File: config.mk
export PLATFORM = sky130hd
export DESIGN_NAME = vag_adpcm_byte_decoder_unit
export DESIGN_NICKNAME = d
export VERILOG_FILES = /design/src/design/vagdec_pkg.sv /design/src/design/vagdec_frame.sv /design/src/design/vagdec_calc.sv /design/src/design/vagdec_skid.sv /design/src/design/vag_adpcm_byte_decoder_unit.sv
export SDC_FILE = /design/constraint.sdc
export NUM_CORES = 1
export LEC_CHECK = 0
export BUFFER_PORTS_ARGS = -buffer_cell sky130_fd_sc_hd__buf_2
export CORE_ASPECT_RATIO = 2
export CORE_MARGIN = 10
export CORE_UTILIZATION = 50
export DETAILED_ROUTE_END_ITERATION = 6
export GPL_TIMING_DRIVEN = 0
export MAX_ROUTING_LAYER = met4
export PLACE_DENSITY = 0.66
export SYNTH_ARGS = -nofsm -noshare
export SYNTH_HDL_FRONTEND = slang
export SYNTH_SLANG_ARGS = --single-unit
File: constraint.sdc
create_clock -name clk -period 24.9 [get_ports clk]
set_input_delay 3.735 -clock clk [delete_from_list [all_inputs] [get_ports clk]]
set_output_delay 3.735 -clock clk [all_outputs]
set_load 0.005 [all_outputs]
File: src/design/vagdec_pkg.sv
// Shared widths, constants, types and the predictor table of the VAG ADPCM byte decoder.
package vagdec_pkg;

	localparam int BYTE_W   = 8;
	localparam int CODE_W   = 4;
	localparam int POS_W    = 4;
	localparam int PRED_W   = 3;
	localparam int SHIFT_W  = 4;
	localparam int HIST_W   = 32;
	localparam int COEF_W   = 8;
	localparam int FRAC_W   = 6;
	localparam int SAMPLE_W = 16;
	localparam int BASE_W   = 16;

	localparam logic [BYTE_W-1:0] HEADER_FILL = 8'hC0;
	localparam logic [PRED_W-1:0] PRED_MAX    = 3'd4;
	localparam logic [POS_W-1:0]  POS_HEADER  = 4'd0;
	localparam logic [POS_W-1:0]  POS_FIRST_SAMPLE = 4'd2;

	typedef logic signed [HIST_W-1:0]   hist_t;
	typedef logic signed [COEF_W-1:0]   coef_t;
	typedef logic signed [SAMPLE_W-1:0] sample_t;

	// One accepted byte, ready for decoding.
	typedef struct packed {
		logic                 clr;    // stream start: history clears before this byte
		logic                 emit;   // sample byte of a normal block
		logic [BYTE_W-1:0]    codes;  // two codes, low nibble first
		logic [PRED_W-1:0]    pred;
		logic [SHIFT_W-1:0]   shift;
	} item_t;

	// Decode slot status handed from the framing stage to the datapath.
	typedef struct packed {
		logic  valid;
		logic  phase;  // 0: low nibble, 1: high nibble
		item_t item;
	} slot_t;

	function automatic coef_t coef_newest(input logic [PRED_W-1:0] p);
		coef_t c;
		unique case (p)
			3'd0:    c = 8'sd0;
			3'd1:    c = 8'sd60;
			3'd2:    c = 8'sd115;
			3'd3:    c = 8'sd98;
			3'd4:    c = 8'sd122;
			default: c = 8'sd0;
		endcase
		return c;
	endfunction

	function automatic coef_t coef_older(input logic [PRED_W-1:0] p);
		coef_t c;
		unique case (p)
			3'd0:    c = 8'sd0;
			3'd1:    c = 8'sd0;
			3'd2:    c = -8'sd52;
			3'd3:    c = -8'sd55;
			3'd4:    c = -8'sd60;
			default: c = 8'sd0;
		endcase
		return c;
	endfunction

endpackage

File: src/design/vagdec_frame.sv
// Input register stage: block position tracking, header parsing and the decode slot.
module vagdec_frame (
	input  logic                          clk,
	input  logic                          arst_n,
	input  logic                          in_valid,
	output logic                          in_ready,
	input  logic [vagdec_pkg::BYTE_W-1:0] in_byte,
	input  logic                          in_start,
	input  logic                          adv,
	output vagdec_pkg::slot_t             slot
);

	logic [vagdec_pkg::POS_W-1:0]   pos_q;
	logic [vagdec_pkg::PRED_W-1:0]  pred_q;
	logic [vagdec_pkg::SHIFT_W-1:0] shift_q;
	logic                           fill_q;
	logic                           valid_q;
	logic                           phase_q;
	vagdec_pkg::item_t              item_s1;

	logic                           accept;
	logic                           done;
	logic [vagdec_pkg::POS_W-1:0]   pos;
	logic [vagdec_pkg::PRED_W-1:0]  hdr_pred;

	assign done     = valid_q && adv && (!item_s1.emit || phase_q);
	assign in_ready = !valid_q || done;
	assign accept   = in_valid && in_ready;
	assign pos      = in_start ? vagdec_pkg::POS_HEADER : pos_q;
	assign hdr_pred = (in_byte[7:4] > 4'(vagdec_pkg::PRED_MAX)) ? '0 : in_byte[6:4];

	always_ff @(posedge clk or negedge arst_n) begin
		if (!arst_n) begin
			pos_q   <= '0;
			pred_q  <= '0;
			shift_q <= '0;
			fill_q  <= 1'b0;
			valid_q <= 1'b0;
			phase_q <= 1'b0;
		end else begin
			if (accept) begin
				pos_q <= pos + 1'b1;
				if (pos == vagdec_pkg::POS_HEADER) begin
					pred_q  <= hdr_pred;
					shift_q <= in_byte[3:0];
					fill_q  <= (in_byte == vagdec_pkg::HEADER_FILL);
				end
				valid_q <= 1'b1;
				phase_q <= 1'b0;
			end else if (done) begin
				valid_q <= 1'b0;
				phase_q <= 1'b0;
			end else if (valid_q && adv) begin
				phase_q <= 1'b1;
			end
		end
	end

	always_ff @(posedge clk) begin
		if (accept) begin
			item_s1.clr   <= in_start;
			item_s1.emit  <= (pos >= vagdec_pkg::POS_FIRST_SAMPLE) && !fill_q;
			item_s1.codes <= in_byte;
			item_s1.pred  <= pred_q;
			item_s1.shift <= shift_q;
		end
	end

	assign slot.valid = valid_q;
	assign slot.phase = phase_q;
	assign slot.item  = item_s1;

	a_phase_on_sample: assert property (@(posedge clk) disable iff (!arst_n)
		phase_q |-> valid_q && item_s1.emit)
		else $error("high-nibble phase without a sample byte in the slot");

endmodule

File: src/design/vagdec_calc.sv
// Sample arithmetic: scaled code, two-tap prediction, history saturation and output rounding.
module vagdec_calc (
	input  vagdec_pkg::hist_t              newest,
	input  vagdec_pkg::hist_t              older,
	input  logic [vagdec_pkg::CODE_W-1:0]  code,
	input  logic [vagdec_pkg::PRED_W-1:0]  pred,
	input  logic [vagdec_pkg::SHIFT_W-1:0] shift,
	output vagdec_pkg::hist_t              q,
	output vagdec_pkg::sample_t            sample
);

	localparam int SUM_W = vagdec_pkg::HIST_W + vagdec_pkg::COEF_W + 1;
	localparam int QR_W  = SUM_W + 1;
	localparam int RND_W = vagdec_pkg::HIST_W + 1;
	localparam int QUO_W = RND_W - vagdec_pkg::FRAC_W;
	localparam logic signed [SUM_W-1:0] ROUND_S = SUM_W'(1) <<< (vagdec_pkg::FRAC_W - 1);
	localparam logic signed [RND_W-1:0] ROUND_R = RND_W'(1) <<< (vagdec_pkg::FRAC_W - 1);
	localparam logic signed [RND_W-1:0] TRUNC_FIX = RND_W'((1 << vagdec_pkg::FRAC_W) - 1);

	logic signed [vagdec_pkg::CODE_W-1:0] nib;
	logic signed [vagdec_pkg::BASE_W-1:0] scaled;
	logic signed [vagdec_pkg::BASE_W-1:0] base;
	logic signed [SUM_W-1:0]              prod_n;
	logic signed [SUM_W-1:0]              prod_o;
	logic signed [SUM_W-1:0]              acc;
	logic signed [SUM_W-1:0]              pred_v;
	logic signed [QR_W-1:0]               q_raw;
	logic                                 q_fits;
	logic signed [RND_W-1:0]              rnd;
	logic signed [RND_W-1:0]              adj;
	logic signed [QUO_W-1:0]              quo;
	logic                                 s_fits;

	assign nib    = signed'(code);
	assign scaled = {nib, {(vagdec_pkg::BASE_W - vagdec_pkg::CODE_W){1'b0}}};
	assign base   = scaled >>> shift;

	assign prod_n = SUM_W'(newest) * SUM_W'(vagdec_pkg::coef_newest(pred));
	assign prod_o = SUM_W'(older) * SUM_W'(vagdec_pkg::coef_older(pred));
	assign acc    = prod_n + prod_o + ROUND_S;
	assign pred_v = acc >>> vagdec_pkg::FRAC_W;

	assign q_raw  = QR_W'(pred_v) + (QR_W'(base) <<< vagdec_pkg::FRAC_W);
	// saturate: fits when all bits above the history sign bit match it
	assign q_fits = (q_raw[QR_W-1:vagdec_pkg::HIST_W-1] == '0) ||
	                (q_raw[QR_W-1:vagdec_pkg::HIST_W-1] == '1);

	always_comb begin
		if (q_fits)
			q = q_raw[vagdec_pkg::HIST_W-1:0];
		else if (q_raw[QR_W-1])
			q = {1'b1, {(vagdec_pkg::HIST_W-1){1'b0}}};
		else
			q = {1'b0, {(vagdec_pkg::HIST_W-1){1'b1}}};
	end

	// (q + 32) / 64 toward zero: bias negatives by 63 before the shift
	assign rnd = RND_W'(q) + ROUND_R;
	assign adj = rnd + (rnd[RND_W-1] ? TRUNC_FIX : '0);
	assign quo = adj[RND_W-1:vagdec_pkg::FRAC_W];
	assign s_fits = (quo[QUO_W-1:vagdec_pkg::SAMPLE_W-1] == '0) ||
	                (quo[QUO_W-1:vagdec_pkg::SAMPLE_W-1] == '1);

	always_comb begin
		if (s_fits)
			sample = quo[vagdec_pkg::SAMPLE_W-1:0];
		else if (quo[QUO_W-1])
			sample = {1'b1, {(vagdec_pkg::SAMPLE_W-1){1'b0}}};
		else
			sample = {1'b0, {(vagdec_pkg::SAMPLE_W-1){1'b1}}};
	end

endmodule

File: src/design/vagdec_skid.sv
// Result register with a skid entry, so the upstream ready is a register.
module vagdec_skid (
	input  logic                clk,
	input  logic                arst_n,
	input  logic                in_valid,
	output logic                in_ready,
	input  vagdec_pkg::sample_t in_sample,
	input  logic                in_last,
	output logic                out_valid,
	input  logic                out_ready,
	output vagdec_pkg::sample_t out_sample,
	output logic                out_last
);

	logic                main_v_q;
	logic                skid_v_q;
	vagdec_pkg::sample_t main_sample_q;
	logic                main_last_q;
	vagdec_pkg::sample_t skid_sample_q;
	logic                skid_last_q;
	logic                fire;
	logic                drain;

	assign in_ready = !skid_v_q;
	assign fire     = in_valid && !skid_v_q;
	assign drain    = main_v_q && out_ready;

	always_ff @(posedge clk or negedge arst_n) begin
		if (!arst_n) begin
			main_v_q <= 1'b0;
			skid_v_q <= 1'b0;
		end else begin
			if (fire) begin
				if (main_v_q && !out_ready)
					skid_v_q <= 1'b1;
				else
					main_v_q <= 1'b1;
			end else if (drain) begin
				if (skid_v_q)
					skid_v_q <= 1'b0;
				else
					main_v_q <= 1'b0;
			end
		end
	end

	always_ff @(posedge clk) begin
		if (fire && !(main_v_q && !out_ready)) begin
			main_sample_q <= in_sample;
			main_last_q   <= in_last;
		end else if (fire) begin
			skid_sample_q <= in_sample;
			skid_last_q   <= in_last;
		end else if (drain && skid_v_q) begin
			main_sample_q <= skid_sample_q;
			main_last_q   <= skid_last_q;
		end
	end

	assign out_valid  = main_v_q;
	assign out_sample = main_sample_q;
	assign out_last   = main_last_q;

	a_skid_behind_main: assert property (@(posedge clk) disable iff (!arst_n)
		skid_v_q |-> main_v_q)
		else $error("skid entry held while the result register is empty");

endmodule

File: src/design/vag_adpcm_byte_decoder_unit.sv
// Top level of the VAG ADPCM byte decoder: framing, sample datapath, history and result buffer.
//
// Use:
//   Bytes of a VAG ADPCM stream enter on the s_ group, one byte a beat, in 16-byte
//   blocks: a header (predictor in the high nibble, shift in the low), a flags byte,
//   then fourteen sample bytes. s_tuser marks the first byte of a new stream, clears
//   the block position before that byte is taken and the history before it is decoded.
//   Every sample byte of a normal block leaves two beats on the m_ group: the
//   low-nibble sample with m_tlast low, then the high-nibble sample with m_tlast
//   high. Header and flags bytes, and all bytes of a block whose header is 0xC0,
//   give no beats.
// Sample flow:
//   Each byte is registered in the decode slot and its samples then in the result
//   register, low nibble first. The slot turns out one sample per cycle while the
//   result buffer has room, each depending on the one before it through the history
//   registers, so a sample byte holds it for a low-nibble step and then a high-nibble
//   step, while header, flags and fill bytes leave it without a sample.
// Reset and stall:
//   Reset empties the slot and the result buffer and zeroes history, position and
//   header state. When m_tready is low the result register and its skid entry hold
//   up to two samples; the slot then waits and s_tready drops until space frees.
module vag_adpcm_byte_decoder_unit (
	input  logic        clk,
	input  logic        arst_n,
	input  logic        s_tvalid,
	output logic        s_tready,
	input  logic [7:0]  s_tdata,   // [7:0] data_byte
	input  logic        s_tuser,   // [0] stream_start
	output logic        m_tvalid,
	input  logic        m_tready,
	output logic [15:0] m_tdata,   // [15:0] sample
	output logic        m_tlast    // last_of_run: high-nibble sample of a byte
);

	vagdec_pkg::slot_t   slot;
	vagdec_pkg::hist_t   newest_q;
	vagdec_pkg::hist_t   older_q;
	vagdec_pkg::hist_t   newest_in;
	vagdec_pkg::hist_t   older_in;
	vagdec_pkg::hist_t   q;
	vagdec_pkg::sample_t sample;
	logic [vagdec_pkg::CODE_W-1:0] code;
	logic                skid_ready;
	logic                adv;
	logic                clr_now;

	// Decode slot: take bytes, track the block position and header.
	vagdec_frame u_frame (
		.clk      (clk),
		.arst_n   (arst_n),
		.in_valid (s_tvalid),
		.in_ready (s_tready),
		.in_byte  (s_tdata),
		.in_start (s_tuser),
		.adv      (adv),
		.slot     (slot)
	);

	// Advance the slot: sample steps need room in the result buffer, others go at once.
	assign adv     = slot.valid && (!slot.item.emit || skid_ready);
	// Stream start clears the history ahead of the first sample of its byte.
	assign clr_now = slot.item.clr && !slot.phase;
	assign newest_in = clr_now ? '0 : newest_q;
	assign older_in  = clr_now ? '0 : older_q;
	assign code      = slot.phase ? slot.item.codes[7:4] : slot.item.codes[3:0];

	vagdec_calc u_calc (
		.newest (newest_in),
		.older  (older_in),
		.code   (code),
		.pred   (slot.item.pred),
		.shift  (slot.item.shift),
		.q      (q),
		.sample (sample)
	);

	// History: shift in each decoded value; a stream start on a silent byte just clears.
	always_ff @(posedge clk or negedge arst_n) begin
		if (!arst_n) begin
			newest_q <= '0;
			older_q  <= '0;
		end else if (adv && slot.item.emit) begin
			older_q  <= newest_in;
			newest_q <= q;
		end else if (adv && clr_now) begin
			older_q  <= '0;
			newest_q <= '0;
		end
	end

	vagdec_skid u_skid (
		.clk        (clk),
		.arst_n     (arst_n),
		.in_valid   (slot.valid && slot.item.emit),
		.in_ready   (skid_ready),
		.in_sample  (sample),
		.in_last    (slot.phase),
		.out_valid  (m_tvalid),
		.out_ready  (m_tready),
		.out_sample (m_tdata),
		.out_last   (m_tlast)
	);

	a_clear_on_silent: assert property (@(posedge clk) disable iff (!arst_n)
		adv && !slot.item.emit && clr_now |=> newest_q == '0 && older_q == '0)
		else $error("stream start on a silent byte left history set");

	a_history_shift: assert property (@(posedge clk) disable iff (!arst_n)
		adv && slot.item.emit |=> older_q == $past(newest_in) && newest_q == $past(q))
		else $error("history did not shift on a decoded sample");

	a_high_follows_low: assert property (@(posedge clk) disable iff (!arst_n)
		adv && slot.item.emit && !slot.phase |=> slot.valid && slot.phase)
		else $error("low-nibble step not followed by the high-nibble step");

endmodule

# Word level (Yosys, flattened, before mapping)
# Index checks and enable logic that the tools add are counted.
dict set report totals {
  output_inout_bits 19
  register_bits 131
  word_cells 114
  in_bits 13
}
dict set report classes {
  bitwise 1
  muxes 33
  order_cmp 2
  reduce_logical 39
  n_addsub 6
  mul 2
  eq_ne 11
  n_shift 1
}
# operator count
set op_table {}
lappend op_table {{2-to-1 mux 32 bit} 7}
lappend op_table {{multiplier 32 x 8 -> 40 bit} 2}
lappend op_table {{2-to-1 mux 16 bit} 5}
lappend op_table {{adder 41 bit} 1}
lappend op_table {{adder 41 x 7 -> 41 bit (second input constant)} 1}
lappend op_table {{adder 35 x 22 -> 36 bit} 1}
lappend op_table {{adder 32 x 7 -> 33 bit (second input constant)} 1}
lappend op_table {{adder 33 bit} 1}
lappend op_table {{case mux 7 bit (4 select lines)} 1}
lappend op_table {{case mux 8 bit (3 select lines)} 1}
lappend op_table {{>>> shifter 16 x 4 -> 16 bit} 1}
lappend op_table {{2-to-1 mux 1 bit} 15}
lappend op_table {{logical AND 1 bit} 14}
lappend op_table {{== test 12 bit (second input constant)} 1}
lappend op_table {{zero test 12 bit} 1}
lappend op_table {{== test 11 bit (second input constant)} 1}
lappend op_table {{zero test 11 bit} 1}
lappend op_table {{== test 8 bit (second input constant)} 1}
lappend op_table {{2-to-1 mux 4 bit} 2}
lappend op_table {{!= test 2 bit (second input constant)} 4}
lappend op_table {{AND reduction 2 bit} 4}
lappend op_table {{nonzero test 2 bit} 4}
lappend op_table {{zero test 1 bit} 7}
lappend op_table {{== test 3 x 2 -> 1 bit (second input constant)} 2}
lappend op_table {{12 further kinds} 16}

# Depth between registers and ports, before layout
# Gate-level depths: netlist of run 1.
dict set report logic_depth {
  word_depth 17
  depth_mapped 72
  depth_no_buf 65
}

# Cells and area by module
# A second synthesis of run 1 with hierarchy kept.
dict set report unflattened {
  cells_unflattened 2634
  hier_area_um2 23998.0
}
# module seq_area_each_um2 area_per_inst_um2 n_inst cells_each
set by_module_without_submodules {}
lappend by_module_without_submodules {vagdec_calc 0.0 18466.5 1 2254}
lappend by_module_without_submodules {vag_adpcm_byte_decoder_unit 1601.5 2846.5 1 228}
lappend by_module_without_submodules {vagdec_skid 1071.0 1387.6 1 66}
lappend by_module_without_submodules {vagdec_frame 860.8 1297.5 1 86}

# Worst setup path after synthesis of run 1
# Ideal clock, no wire load.
dict set report synth_timing {
  path_kind {register to register}
  start {register u_frame.phase_q}
  end {register u_skid.skid_sample_q[1] (data pin)}
  stages_incl_launch_ff 68
  period_less_slack_ps 14598
  t_arrival_ps 14344
  path_buffers 9
  slack_ps 10302
  required_ps 24646
  setup_ps 254
  cell_sequence {dfrtp_1 > clkbuf_1 > nand2b_1 > clkbuf_1 > clkbuf_1 > buf_1 > nand3_1 > fa_1 > fa_1 > inv_1 > ha_1 > inv_1 > fa_1 > inv_1 > ha_1 > a21oi_1 > o21bai_1 > a21oi_1 > [... 32 more ...] > a211o_4 > o21ai_1 > clkbuf_1 > a21oi_1 > ha_1 > o21a_1 > o21a_1 > o21ai_0 > a2111o_1 > a2111oi_2 > nand4_1 > or2_1 > or4b_1 > a211o_1 > and2_1 > buf_6 > buf_6 > o21a_1}
}
dict set report synth_between {
  elab_chain_cells 16
  word_cells_on_any_way 24
  cone_classes {add/sub (5); mul (2); eq/ne (2); shift (1); mux (8); reduce/logical (6)}
}
# item line_no
set synth_rtl {}
lappend synth_rtl {{start, declared} vagdec_frame.sv:18} ;# logic phase_q;
lappend synth_rtl {{start signal, assigned} vagdec_frame.sv:39} ;# phase_q <= 1'b0;
lappend synth_rtl {{start signal, assigned} vagdec_frame.sv:49} ;# phase_q <= 1'b0;
lappend synth_rtl {{start signal, assigned} vagdec_frame.sv:52} ;# phase_q <= 1'b0;
lappend synth_rtl {{zero test 1 bit} vag_adpcm_byte_decoder_unit.sv:62} ;# assign clr_now = slot.item.clr && !slot.phase;
lappend synth_rtl {{logical AND 1 bit} vag_adpcm_byte_decoder_unit.sv:62}
lappend synth_rtl {{2-to-1 mux 32 bit (on tied branches)} {vag_adpcm_byte_decoder_unit.sv:63, vag_adpcm_byte_decoder_unit.sv:64}}
lappend synth_rtl {{multiplier 32 x 8 -> 40 bit (on tied branches)} {vagdec_calc.sv:38, vagdec_calc.sv:39}}
lappend synth_rtl {{adder 41 bit} vagdec_calc.sv:40} ;# assign acc = prod_n + prod_o + ROUND_S;
lappend synth_rtl {{adder 41 x 7 -> 41 bit} vagdec_calc.sv:40}
lappend synth_rtl {{adder 35 x 22 -> 36 bit (*)} vagdec_calc.sv:43} ;# assign q_raw = QR_W'(pred_v) + (QR_W'(base) <<< vagdec_pkg::FRAC_W);
lappend synth_rtl {{== test 11 bit or zero test 11 bit (tied branches)} {vagdec_calc.sv:46, vagdec_calc.sv:45}}
lappend synth_rtl {{logical OR 1 bit} vagdec_calc.sv:45} ;# assign q_fits = (q_raw[QR_W-1:vagdec_pkg::HIST_W-1] == '0) ||
lappend synth_rtl {{2-to-1 mux 32 bit (*)} vagdec_calc.sv:49} ;# if (q_fits)
lappend synth_rtl {{adder 32 x 7 -> 33 bit (*)} vagdec_calc.sv:58} ;# assign rnd = RND_W'(q) + ROUND_R;
lappend synth_rtl {{2-to-1 mux 6 bit} vagdec_calc.sv:59} ;# assign adj = rnd + (rnd[RND_W-1] ? TRUNC_FIX : '0);
lappend synth_rtl {{adder 33 bit (*)} vagdec_calc.sv:59}
lappend synth_rtl {{== test 12 bit or zero test 12 bit (tied branches)} {vagdec_calc.sv:62, vagdec_calc.sv:61}}
lappend synth_rtl {{logical OR 1 bit} vagdec_calc.sv:61} ;# assign s_fits = (quo[QUO_W-1:vagdec_pkg::SAMPLE_W-1] == '0) ||
lappend synth_rtl {{2-to-1 mux 16 bit (*)} vagdec_calc.sv:65} ;# if (s_fits)
lappend synth_rtl {{via sample[1]} vag_adpcm_byte_decoder_unit.sv:41} ;# vagdec_pkg::sample_t sample;
lappend synth_rtl {{end signal, assigned} vagdec_skid.sv:52} ;# skid_sample_q <= in_sample;
lappend synth_rtl {{end, declared} vagdec_skid.sv:19} ;# vagdec_pkg::sample_t skid_sample_q;
# The timed path passes the listed nets; every way through them passes the cells marked *.
# A chain may end at the register's enable or synchronous reset.

# Final worst setup path of run 1
dict set report layout_timing {
  start {register u_frame.phase_q}
  end {register u_skid.main_sample_q[13] (netlist: u_skid.out_sample[13]) (data pin)}
}
dict set report layout_between {
  elab_chain_cells 17
  word_cells_on_any_way 25
  cone_classes {add/sub (5); mul (2); eq/ne (2); shift (1); mux (9); reduce/logical (6)}
}
# item line_no
set layout_rtl {}
lappend layout_rtl {{zero test 1 bit} vag_adpcm_byte_decoder_unit.sv:62}
lappend layout_rtl {{logical AND 1 bit} vag_adpcm_byte_decoder_unit.sv:62}
lappend layout_rtl {{2-to-1 mux 32 bit (on tied branches)} {vag_adpcm_byte_decoder_unit.sv:63, vag_adpcm_byte_decoder_unit.sv:64}}
lappend layout_rtl {{multiplier 32 x 8 -> 40 bit (on tied branches)} {vagdec_calc.sv:38, vagdec_calc.sv:39}}
lappend layout_rtl {{adder 41 bit} vagdec_calc.sv:40}
lappend layout_rtl {{adder 41 x 7 -> 41 bit} vagdec_calc.sv:40}
lappend layout_rtl {{adder 35 x 22 -> 36 bit (*)} vagdec_calc.sv:43}
lappend layout_rtl {{== test 11 bit or zero test 11 bit (tied branches)} {vagdec_calc.sv:46, vagdec_calc.sv:45}}
lappend layout_rtl {{logical OR 1 bit} vagdec_calc.sv:45}
lappend layout_rtl {{2-to-1 mux 32 bit (*)} vagdec_calc.sv:49}
lappend layout_rtl {{adder 32 x 7 -> 33 bit (*)} vagdec_calc.sv:58}
lappend layout_rtl {{2-to-1 mux 6 bit} vagdec_calc.sv:59}
lappend layout_rtl {{adder 33 bit (*)} vagdec_calc.sv:59}
lappend layout_rtl {{== test 12 bit or zero test 12 bit (tied branches)} {vagdec_calc.sv:62, vagdec_calc.sv:61}}
lappend layout_rtl {{logical OR 1 bit} vagdec_calc.sv:61}
lappend layout_rtl {{2-to-1 mux 16 bit (*)} vagdec_calc.sv:65}
lappend layout_rtl {{2-to-1 mux 16 bit (*)} vagdec_skid.sv:48} ;# if (fire && !(main_v_q && !out_ready)) begin
lappend layout_rtl {{end signal, assigned} vagdec_skid.sv:49} ;# main_sample_q <= in_sample;
lappend layout_rtl {{end signal, assigned} vagdec_skid.sv:55} ;# main_sample_q <= skid_sample_q;
lappend layout_rtl {{end, declared} vagdec_skid.sv:17} ;# vagdec_pkg::sample_t main_sample_q;
# Every way passes the cells marked *; elsewhere a longest branch is shown, timed or not.

==> flow_metrics.env, run 1 <==
export IMPL_critPathLaunchType="flip-flop"
export IMPL_clkTransAtPathRegs_ns=0.07
export IMPL_cts_tree="built"
export IMPL_violations="capacitance limit, slew limit"
export IMPL_route_detailed_drc=0
export IMPL_cts_sinks=131
export IMPL_routed_wl_um=89200
export IMPL_ctsHoldBuffers=0
export IMPL_ys_flop_type="dfrtp_1"
export IMPL_gp_congestion=1.06
export IMPL_synth_most_common_cell="inv_1"
export IMPL_vias_per_cell=6.01
export IMPL_start_util=0.504
export IMPL_root_buffer="clkbuf_16"
export IMPL_syn_inst=3109
export IMPL_synth_top_area_cell="fa_1"
export IMPL_grt_max_degree=69
export IMPL_required_ns=25.08
export IMPL_tightest_slew_ns=1.54
export IMPL_drive_gt1_frac=0.0403
export IMPL_synth_common_cells="inv_1 (484), ha_1 (340), nand2_1 (280)"
export IMPL_grt_usage=0.295
export IMPL_synth_xor_area_share=0.0470
export IMPL_min_from="u_frame.shift_q[0]$_DFFE_PN0P_"
export IMPL_grt_pass1_vias=24900
export IMPL_ys_seq_area_frac=0.138
export IMPL_rows=117
export IMPL_dpl_hpwl_um=76900
export IMPL_clock_latency_ns=0.46
export IMPL_cp_buffers_inverters=10
export IMPL_wire_per_inst_um=23.3
export IMPL_yosysTopAreaCellShare=0.209
export IMPL_hold_path_class="flip-flop to flip-flop"
export IMPL_endpoint_kind="flip-flop"
export IMPL_finalWorstSetupSlack_ns=4.65
export IMPL_final_hold_viol_count=0
export IMPL_fin_worst_skew_ns=0.0108
export IMPL_synth_warnings=0
export IMPL_dr_pass1_iters=6
export IMPL_drt_iter0_markers=1465
export IMPL_die_area_um2=61000
export IMPL_synth_top_family_by_area="adder cells"
export IMPL_synth_edf_count=51
export IMPL_syn_nets=3728
export IMPL_antenna_found_initial=2
export IMPL_max_stage_delay_ns=0.80
export IMPL_critPathSlowestCell="a2111oi_0"
export IMPL_postCtsSetupBuffers=0
export IMPL_relSlewSlack=-0.0344
export IMPL_ys_ff_latch=131
export IMPL_cts_buffer_depth=2
export IMPL_fmax_mhz=49.4
export IMPL_rsz0062_at_grt="false"
export IMPL_grt_pass1_wl_um=136000
export IMPL_place_ws_ns=5.07
export IMPL_outcome="finished, violations left"
export IMPL_min_period_ns=20.25
export IMPL_fin_crit_sh=0.813
export IMPL_place_inst=3795
export IMPL_cts_htree_levels=4
export IMPL_grt_overflow_total=0
export IMPL_startpoint="u_frame.phase_q$_DFFE_PN0P_"
export IMPL_synthSimpleGateAreaFrac=0.182
export IMPL_synth_compound_area_share=0.154
export IMPL_synth_area_leaders="fa_1 (21%), ha_1 (17%), dfrtp_1 (7.8%)"
export IMPL_crit_type="flip-flop to flip-flop"
export IMPL_io_buffer_count=31
export IMPL_setup_viol=0
export IMPL_vias=23000
export IMPL_die_w_um=180
export IMPL_critPathTopFamily="compound AO/OA/AOI/OAI gates"
export IMPL_drtAntennaViolNets=0
export IMPL_cap_violations=1
export IMPL_critPathArrivalTime_ns=20.42
export IMPL_numCtsBuffers=17
export IMPL_post_cts_resized=0
export IMPL_synth_fa_ha_area_frac=0.375
export IMPL_finalSetupTns_ns=0
export IMPL_slew_violations=11
export IMPL_final_nets=3779
export IMPL_final_cell_count_no_fill=3829
export IMPL_critPathMaxFanout=10
export IMPL_core_area_um2=50700
export IMPL_syn_avg_cell_area_um2=8.21
export IMPL_io_pins=32
export IMPL_r2r_start="u_frame.phase_q$_DFFE_PN0P_"
export IMPL_mappedNetlistArea_um2=25500
export IMPL_area_growth_pct=6.38
export IMPL_muxShareOfSynthArea=0.0131
export IMPL_async_reset_ff_frac=0.611
export IMPL_die_height_um=339
export IMPL_yosysUniqueCellTypes=94
routing by layer:
metal,track usage,vias up,routed length (µm)
met5,-,-,0
met4,0.233,0,7950
met3,0.0354,397,3260
met2,0.565,753,49800
met1,0.251,11200,28200
li1,-,10600,-
metrics by stage:
| stage | hold WS [ns] | utilization | cell area, µm² |
|---|---|---|---|
| floorplan | 0.419 | - | 25500 |
| finish | 0.454 | 0.536 | 27100 |
| global placement | 0.428 | 0.523 | 26500 |
| global route | 0.459 | 0.536 | 27100 |
| CTS | 0.453 | 0.536 | 27100 |
| detailed placement | 0.437 | 0.524 | 26500 |
logic make-up after synthesis:
| logic type | Yosys count |
|---|---|
| fa+ha+maj | 606 |
| flops | 131 |
| xor+xnor | 136 |
| compound gates | 619 |
| simple gates | 989 |
| buf+inv | 597 |
| mux | 31 |
worst register-to-register path: cells and delay by family, from the launching register on:
family / cells / cell delay [ns]
AND/OR/NAND/NOR: 15 / 3.90
AO/OA/AOI/OAI: 29 / 8.37
buffers and inverters: 10 / 3.48
flip-flops: 1 / 0.35
XOR/XNOR: 2 / 0.25
adder cells (fa/ha/maj): 9 / 3.62
cell usage in the layout (no fill, tap or decap), drive strengths merged, types with 28 or more instances in the layout:
cell	instances
xor2	32
a211oi	28
edfxtp	51
nor2	275
ha	340
a21o	37
a21oi	184
nor3	61
clkbuf	103
fa	266
nand2	280
and3	51
xnor2	104
inv	492
o21a	31
o21ai	181
nand3	160
buf	59
dfrtp	80
nand2b	28
area by class of cell:
class | instances | area [µm²]
multi-input cells | 2381 | 19700
clock inverters | 15 | 186
repair buffers | 32 | 185
well taps | 654 | 818
fillers | 5011 | 23500
clock buffers | 17 | 425
inverters | 484 | 1820
flip-flops and latches | 131 | 3530
diodes | 2 | 5.00
plain buffers | 113 | 477
registers in the layout (all words and copies together), names as in the netlist, 3 cells and up:
name	cells
u_frame.slot	17
u_skid.skid_sample_q	16
u_frame.pred_q	3
u_frame.pos_q	4
u_skid.out_sample	16
older_q	32
u_frame.shift_q	4
newest_q	32
final timing paths:
| path | end | slack [ns] | depth (start not counted) |
|---|---|---|---|
| setup reg to reg | u_skid.out_sample[13]$_DFFE_PP_ | 4.65 | 65 |
| max in group asynchronous | older_q[23]$_DFFE_PN0P_ | 21.15 | 2 |
| hold / removal | u_frame.slot[0]$_DFFE_PP_ | 0.45 | 0 |
| setup / recovery | u_skid.out_sample[13]$_DFFE_PP_ | 4.65 | 65 |
| min in group asynchronous | u_frame.valid_q$_DFFE_PN0N_ | 3.13 | 1 |
| hold reg to reg | u_frame.slot[0]$_DFFE_PP_ | 0.45 | 0 |
Power of run 1 is left out: the tool's default activity adds up to more than one toggle a clock period on the data nets, which glitch-free logic cannot reach.
==> inputs of run 2 (changes only) <==
- PLACE_DENSITY: 0.66 -> 0.68
- clock period: 24.9 -> 16.9 ns (I/O delays scaled with it)
==> run 2 against run 1 <==
Effect of this change: the flow still finishes with violations (capacitance limit, slew limit); cell area increased by 1.8%; register-to-register slack got worse by 4.0 ns; maximum frequency increased by 24%; first-iteration DRC count increased by 8.7%; clock-buffer cell count unchanged; routed wire length increased by 0.24%; critical endpoint is now u_skid.skid_sample_q[12]$_DFFE_PP_; setup slack got worse by 4.0 ns; global-route usage decreased by 0.29 points; largest cell class unchanged.
==> flow_metrics.env, run 2 (synthesized netlist as in run 1, its figures left out) <==
export IMPL_min_period_ns=16.29
export IMPL_grt_usage=0.292
export IMPL_crit_type="flip-flop to flip-flop"
export IMPL_drtAntennaViolNets=0
export IMPL_cts_buffer_depth=2
export IMPL_dr_pass1_iters=6
export IMPL_critPathTopFamily="compound AO/OA/AOI/OAI gates"
export IMPL_drt_iter0_markers=1593
export IMPL_final_cell_mix="inv_1 (484), ha_1 (338), nand2_1 (280)"
export IMPL_routed_wl_um=89400
export IMPL_hold_path_class="flip-flop to flip-flop"
export IMPL_antenna_found_initial=2
export IMPL_vias_per_cell=6.02
export IMPL_place_ws_ns=-2.50
export IMPL_hold_ws_ns=0.455
export IMPL_start_util=0.504
export IMPL_die_w_um=180
export IMPL_die_height_um=339
export IMPL_root_buffer="clkbuf_16"
export IMPL_outcome="finished, violations left"
export IMPL_required_ns=17.11
export IMPL_die_area_um2=61000
export IMPL_wire_per_inst_um=23.3
export IMPL_critPathMaxFanout=10
export IMPL_max_stage_delay_ns=0.62
export IMPL_cts_htree_levels=4
export IMPL_grt_overflow_total=0
export IMPL_route_detailed_drc=0
export IMPL_fin_crit_sh=0.964
export IMPL_finalWorstSetupSlack_ns=0.610
export IMPL_grt_pass1_vias=24600
export IMPL_finalSetupTns_ns=0
export IMPL_cts_sinks=131
export IMPL_fin_worst_skew_ns=0.0135
export IMPL_r2r_setup_slack_ns=0.61
export IMPL_critPathLaunchType="flip-flop"
export IMPL_nFillCells=4920
export IMPL_crit_top_cell="o21a_1"
export IMPL_tightest_slew_ns=1.50
export IMPL_grt_max_degree=67
export IMPL_multiInputGateArea_um2=20000
export IMPL_gp_congestion=1.06
export IMPL_relSlewSlack=-0.00459
export IMPL_final_nets=3793
export IMPL_clock_latency_ns=0.47
export IMPL_fmax_mhz=61.4
export IMPL_violations="capacitance limit, slew limit"
export IMPL_slew_violations=1
export IMPL_critPathArrivalTime_ns=16.50
export IMPL_rows=117
export IMPL_final_hold_viol_count=0
export IMPL_vias=23100
export IMPL_postLayoutCoreUtil=0.545
export IMPL_register_area_um2=3530
export IMPL_io_buffer_count=31
export IMPL_setup_viol=0
export IMPL_cp_buffers_inverters=10
export IMPL_clkTransAtPathRegs_ns=0.07
export IMPL_endpoint_kind="flip-flop"
export IMPL_critPathSlowestCell="fa_1"
export IMPL_cap_violations=1
export IMPL_numCtsBuffers=17
export IMPL_ctsHoldBuffers=0
export IMPL_core_area_um2=50700
export IMPL_final_common_cell="inv_1"
export IMPL_io_pins=32
export IMPL_cts_tree="built"
export IMPL_drive_gt1_frac=0.0681
export IMPL_grt_pass1_wl_um=135000
export IMPL_area_growth_pct=8.29
export IMPL_dpl_hpwl_um=76400
-- run 2: metal layers --
layer / global-route usage / share of wire / vias to the layer above
met4: 0.231 / 0.085 / 0
met1: 0.252 / 0.32 / 11400
li1: - / - / 10600
met2: 0.558 / 0.56 / 794
met5: - / 0 / -
met3: 0.0319 / 0.034 / 346
-- run 2: area by class of cell --
| cell class | count | share of cell area |
|---|---|---|
| multi-input cells | 2381 | 0.723 |
| clock buffers | 17 | 0.0154 |
| clock inverters | 15 | 0.00670 |
| repair buffers | 53 | 0.0125 |
| well taps | 654 | 0.0296 |
| diodes | 2 | 0.000181 |
| inverters | 484 | 0.0658 |
| flip-flops and latches | 131 | 0.128 |
| plain buffers | 106 | 0.0188 |
-- run 2: path summary, 6_finish.rpt --
path                            cells past startpoint                            endpoint                            from
worst max-delay path                               65  u_skid.skid_sample_q[12]$_DFFE_PP_       u_frame.slot[5]$_DFFE_PP_
worst min-delay path                                0           u_frame.slot[1]$_DFFE_PP_  u_frame.shift_q[1]$_DFFE_PN0P_
worst max register to register                     65  u_skid.skid_sample_q[12]$_DFFE_PP_       u_frame.slot[5]$_DFFE_PP_
worst min register to register                      0           u_frame.slot[1]$_DFFE_PP_  u_frame.shift_q[1]$_DFFE_PN0P_
max in group asynchronous                           2             older_q[28]$_DFFE_PN0P_                          arst_n
min in group asynchronous                           1         u_frame.phase_q$_DFFE_PN0P_                          arst_n
-- run 2: metrics by stage --
step / area (µm²) / cells
5_1_grt: 27600 / 3843
4_1_cts: 27300 / 3828
3_5_place_dp: 26500 / 3795
2_1_floorplan: 25500 / 3109
6_report: 27600 / 3843
3_3_place_gp: 26500 / 3794
-- run 2: timing repair --
action	4_1_cts	5_1_grt
endpoints found under the setup margin	32	32
pin swaps	3	7
gates cloned	0	0
resized for setup	59	50
buffers inserted	4	16
-- run 2: worst reg2reg max path: cells and delay by family, from the launching register on --
family,cells,cell delay (ns)
AO/OA/AOI/OAI,26,5.46
XOR/XNOR,1,0.14
adder cells (fa/ha/maj),9,3.69
buffers and inverters,10,1.55
flip-flops,1,0.54
AND/OR/NAND/NOR,19,4.67
Power of run 2 is left out for the same reason.
==> inputs of run 3 (changes only) <==
- BUFFER_PORTS_ARGS: -buffer_cell sky130_fd_sc_hd__buf_2 -> -buffer_cell sky130_fd_sc_hd__clkbuf_2
- MAX_ROUTING_LAYER: met4 -> unset
==> run 3 against run 2 <==
Effect of this change: the run now ends clean; clock-buffer cell count is the same; first-iteration DRC count grew 0.25%; sequential share of layout area is essentially flat.
==> flow_metrics.env, run 3 (synthesized netlist as in run 1, its figures left out) <==
export IMPL_wire_per_inst_um=23.4
export IMPL_hold_path_class="flip-flop to flip-flop"
export IMPL_insertedDiodeCount=0
export IMPL_final_hold_viol_count=0
export IMPL_critPathLaunchType="flip-flop"
export IMPL_numCtsBuffers=17
export IMPL_clkTransAtPathRegs_ns=0.07
export IMPL_outcome="finished, final reports clean"
export IMPL_io_buffer_count=31
export IMPL_postLayoutCoreUtil=0.545
export IMPL_vias=23300
export IMPL_cts_sinks=131
export IMPL_antenna_found_initial=1
export IMPL_endpoint_kind="flip-flop"
export IMPL_vias_per_cell=6.06
export IMPL_clock_latency_ns=0.45
export IMPL_final_nets=3789
export IMPL_required_ns=17.11
export IMPL_grt_max_degree=67
export IMPL_crit_type="flip-flop to flip-flop"
export IMPL_place_area_um2=26500
export IMPL_final_common_cell="inv_1"
export IMPL_slew_violations=0
export IMPL_crit_cells=64
export IMPL_drtAntennaViolNets=0
export IMPL_fin_area_um2=27600
export IMPL_critPathSlowestCell="fa_1"
export IMPL_r2r_setup_slack_ns=0.62
export IMPL_dpl_hpwl_um=76600
export IMPL_place_inst=3795
export IMPL_met1_usage=0.250
export IMPL_cts_buffer_depth=2
export IMPL_fin_crit_sh=0.963
export IMPL_setup_viol=0
export IMPL_gp_congestion=1.04
export IMPL_die_w_um=180
export IMPL_cp_buffers_inverters=10
export IMPL_start_util=0.504
export IMPL_tightest_slew_ns=1.44
export IMPL_drive_gt1_frac=0.0657
export IMPL_critPathArrivalTime_ns=16.49
export IMPL_io_pins=32
export IMPL_relSlewSlack=0.0332
export IMPL_die_height_um=339
export IMPL_finalSetupTns_ns=0
export IMPL_critPathTopFamily="compound AO/OA/AOI/OAI gates"
export IMPL_holdPathStages=0
export IMPL_core_area_um2=50700
export IMPL_cts_htree_levels=4
export IMPL_final_cell_count_no_fill=3837
export IMPL_grt_use_met3=0.0359
export IMPL_rr_worst_depth=64
export IMPL_met2_usage=0.569
export IMPL_rows=117
export IMPL_route_detailed_drc=0
export IMPL_routed_wl_um=89800
export IMPL_fmax_mhz=61.4
export IMPL_cts_tree="built"
export IMPL_grt_pass1_wl_um=136000
export IMPL_grt_pass1_vias=24600
export IMPL_grt_usage=0.286
export IMPL_min_period_ns=16.28
export IMPL_grt_busiest_layer="met2"
export IMPL_dr_pass1_iters=6
export IMPL_area_growth_pct=8.17
export IMPL_die_area_um2=61000
export IMPL_grt_overflow_total=0
export IMPL_cap_violations=0
export IMPL_critPathMaxFanout=10
export IMPL_drt_iter0_markers=1597
export IMPL_max_stage_delay_ns=0.58
export IMPL_fin_worst_skew_ns=0.0149
export IMPL_root_buffer="clkbuf_16"
export IMPL_final_cell_mix="inv_1 (484), ha_1 (337), nand2_1 (280)"
[run 3: changes by cell type in the layout (fill, tap and decap cells not counted), sizes merged]
| cell | change |
|---|---|
| buf | -38 |
| clkbuf | +34 |
| diode | -2 |
| clkinvlp | -1 |
| inv | +1 |
[run 3: layer usage]
metal  wire, µm  vias to the layer above
met5         13                        -
met4       7930                        2
met3       3510                      380
met2      50100                      826
met1      28300                    11400
li1           -                    10600
[run 3: path summary, 6_finish.rpt]
check / startpoint / to
min reg2reg: u_frame.shift_q[0]$_DFFE_PN0P_ / u_frame.slot[0]$_DFFE_PP_
min in group asynchronous: arst_n / u_frame.pos_q[2]$_DFFE_PN0P_
max: u_frame.slot[5]$_DFFE_PP_ / u_skid.skid_sample_q[1]$_DFFE_PP_
max reg2reg: u_frame.slot[5]$_DFFE_PP_ / u_skid.skid_sample_q[1]$_DFFE_PP_
min: u_frame.shift_q[0]$_DFFE_PN0P_ / u_frame.slot[0]$_DFFE_PP_
max in group asynchronous: arst_n / older_q[16]$_DFFE_PN0P_
[run 3: cell type report]
cell class	count	area (µm²)
Buffer	107	534
Clock buffer	17	425
Clock inverter	15	181
Fill cell	4851	23100
Inverter	484	1820
Multi-Input combinational cell	2381	20000
Sequential cell	131	3530
Tap cell	654	818
Timing Repair Buffer	48	330
[run 3: worst register-to-register path: cells and delay by family (launching register included)]
family                   cells  cell delay [ns]
AO/OA/AOI/OAI               24             5.95
AND/OR/NAND/NOR             19             4.16
adder cells (fa/ha/maj)      9             3.59
buffers and inverters       10             1.60
flip-flops                   1             0.49
XOR/XNOR                     2             0.22
[run 3: what timing repair did]
item | 4_1_cts | 5_1_grt
hold buffers | 0 | 0
endpoints found under the hold margin | 0 | 0
pin swaps | 2 | 6
buffers inserted | 1 | 15
resized for setup | 64 | 49
setup endpoints to repair | 32 | 32
[run 3: through the flow]
stage | hold slack [ns] | setup slack, ns
6_report | 0.451 | 0.617
5_1_grt | 0.455 | -0.0534
4_1_cts | 0.451 | 0.00240
3_5_place_dp | 0.435 | -2.78
3_3_place_gp | 0.428 | -2.38
2_1_floorplan | 0.419 | 2.30
Power of run 3 is left out for the same reason.
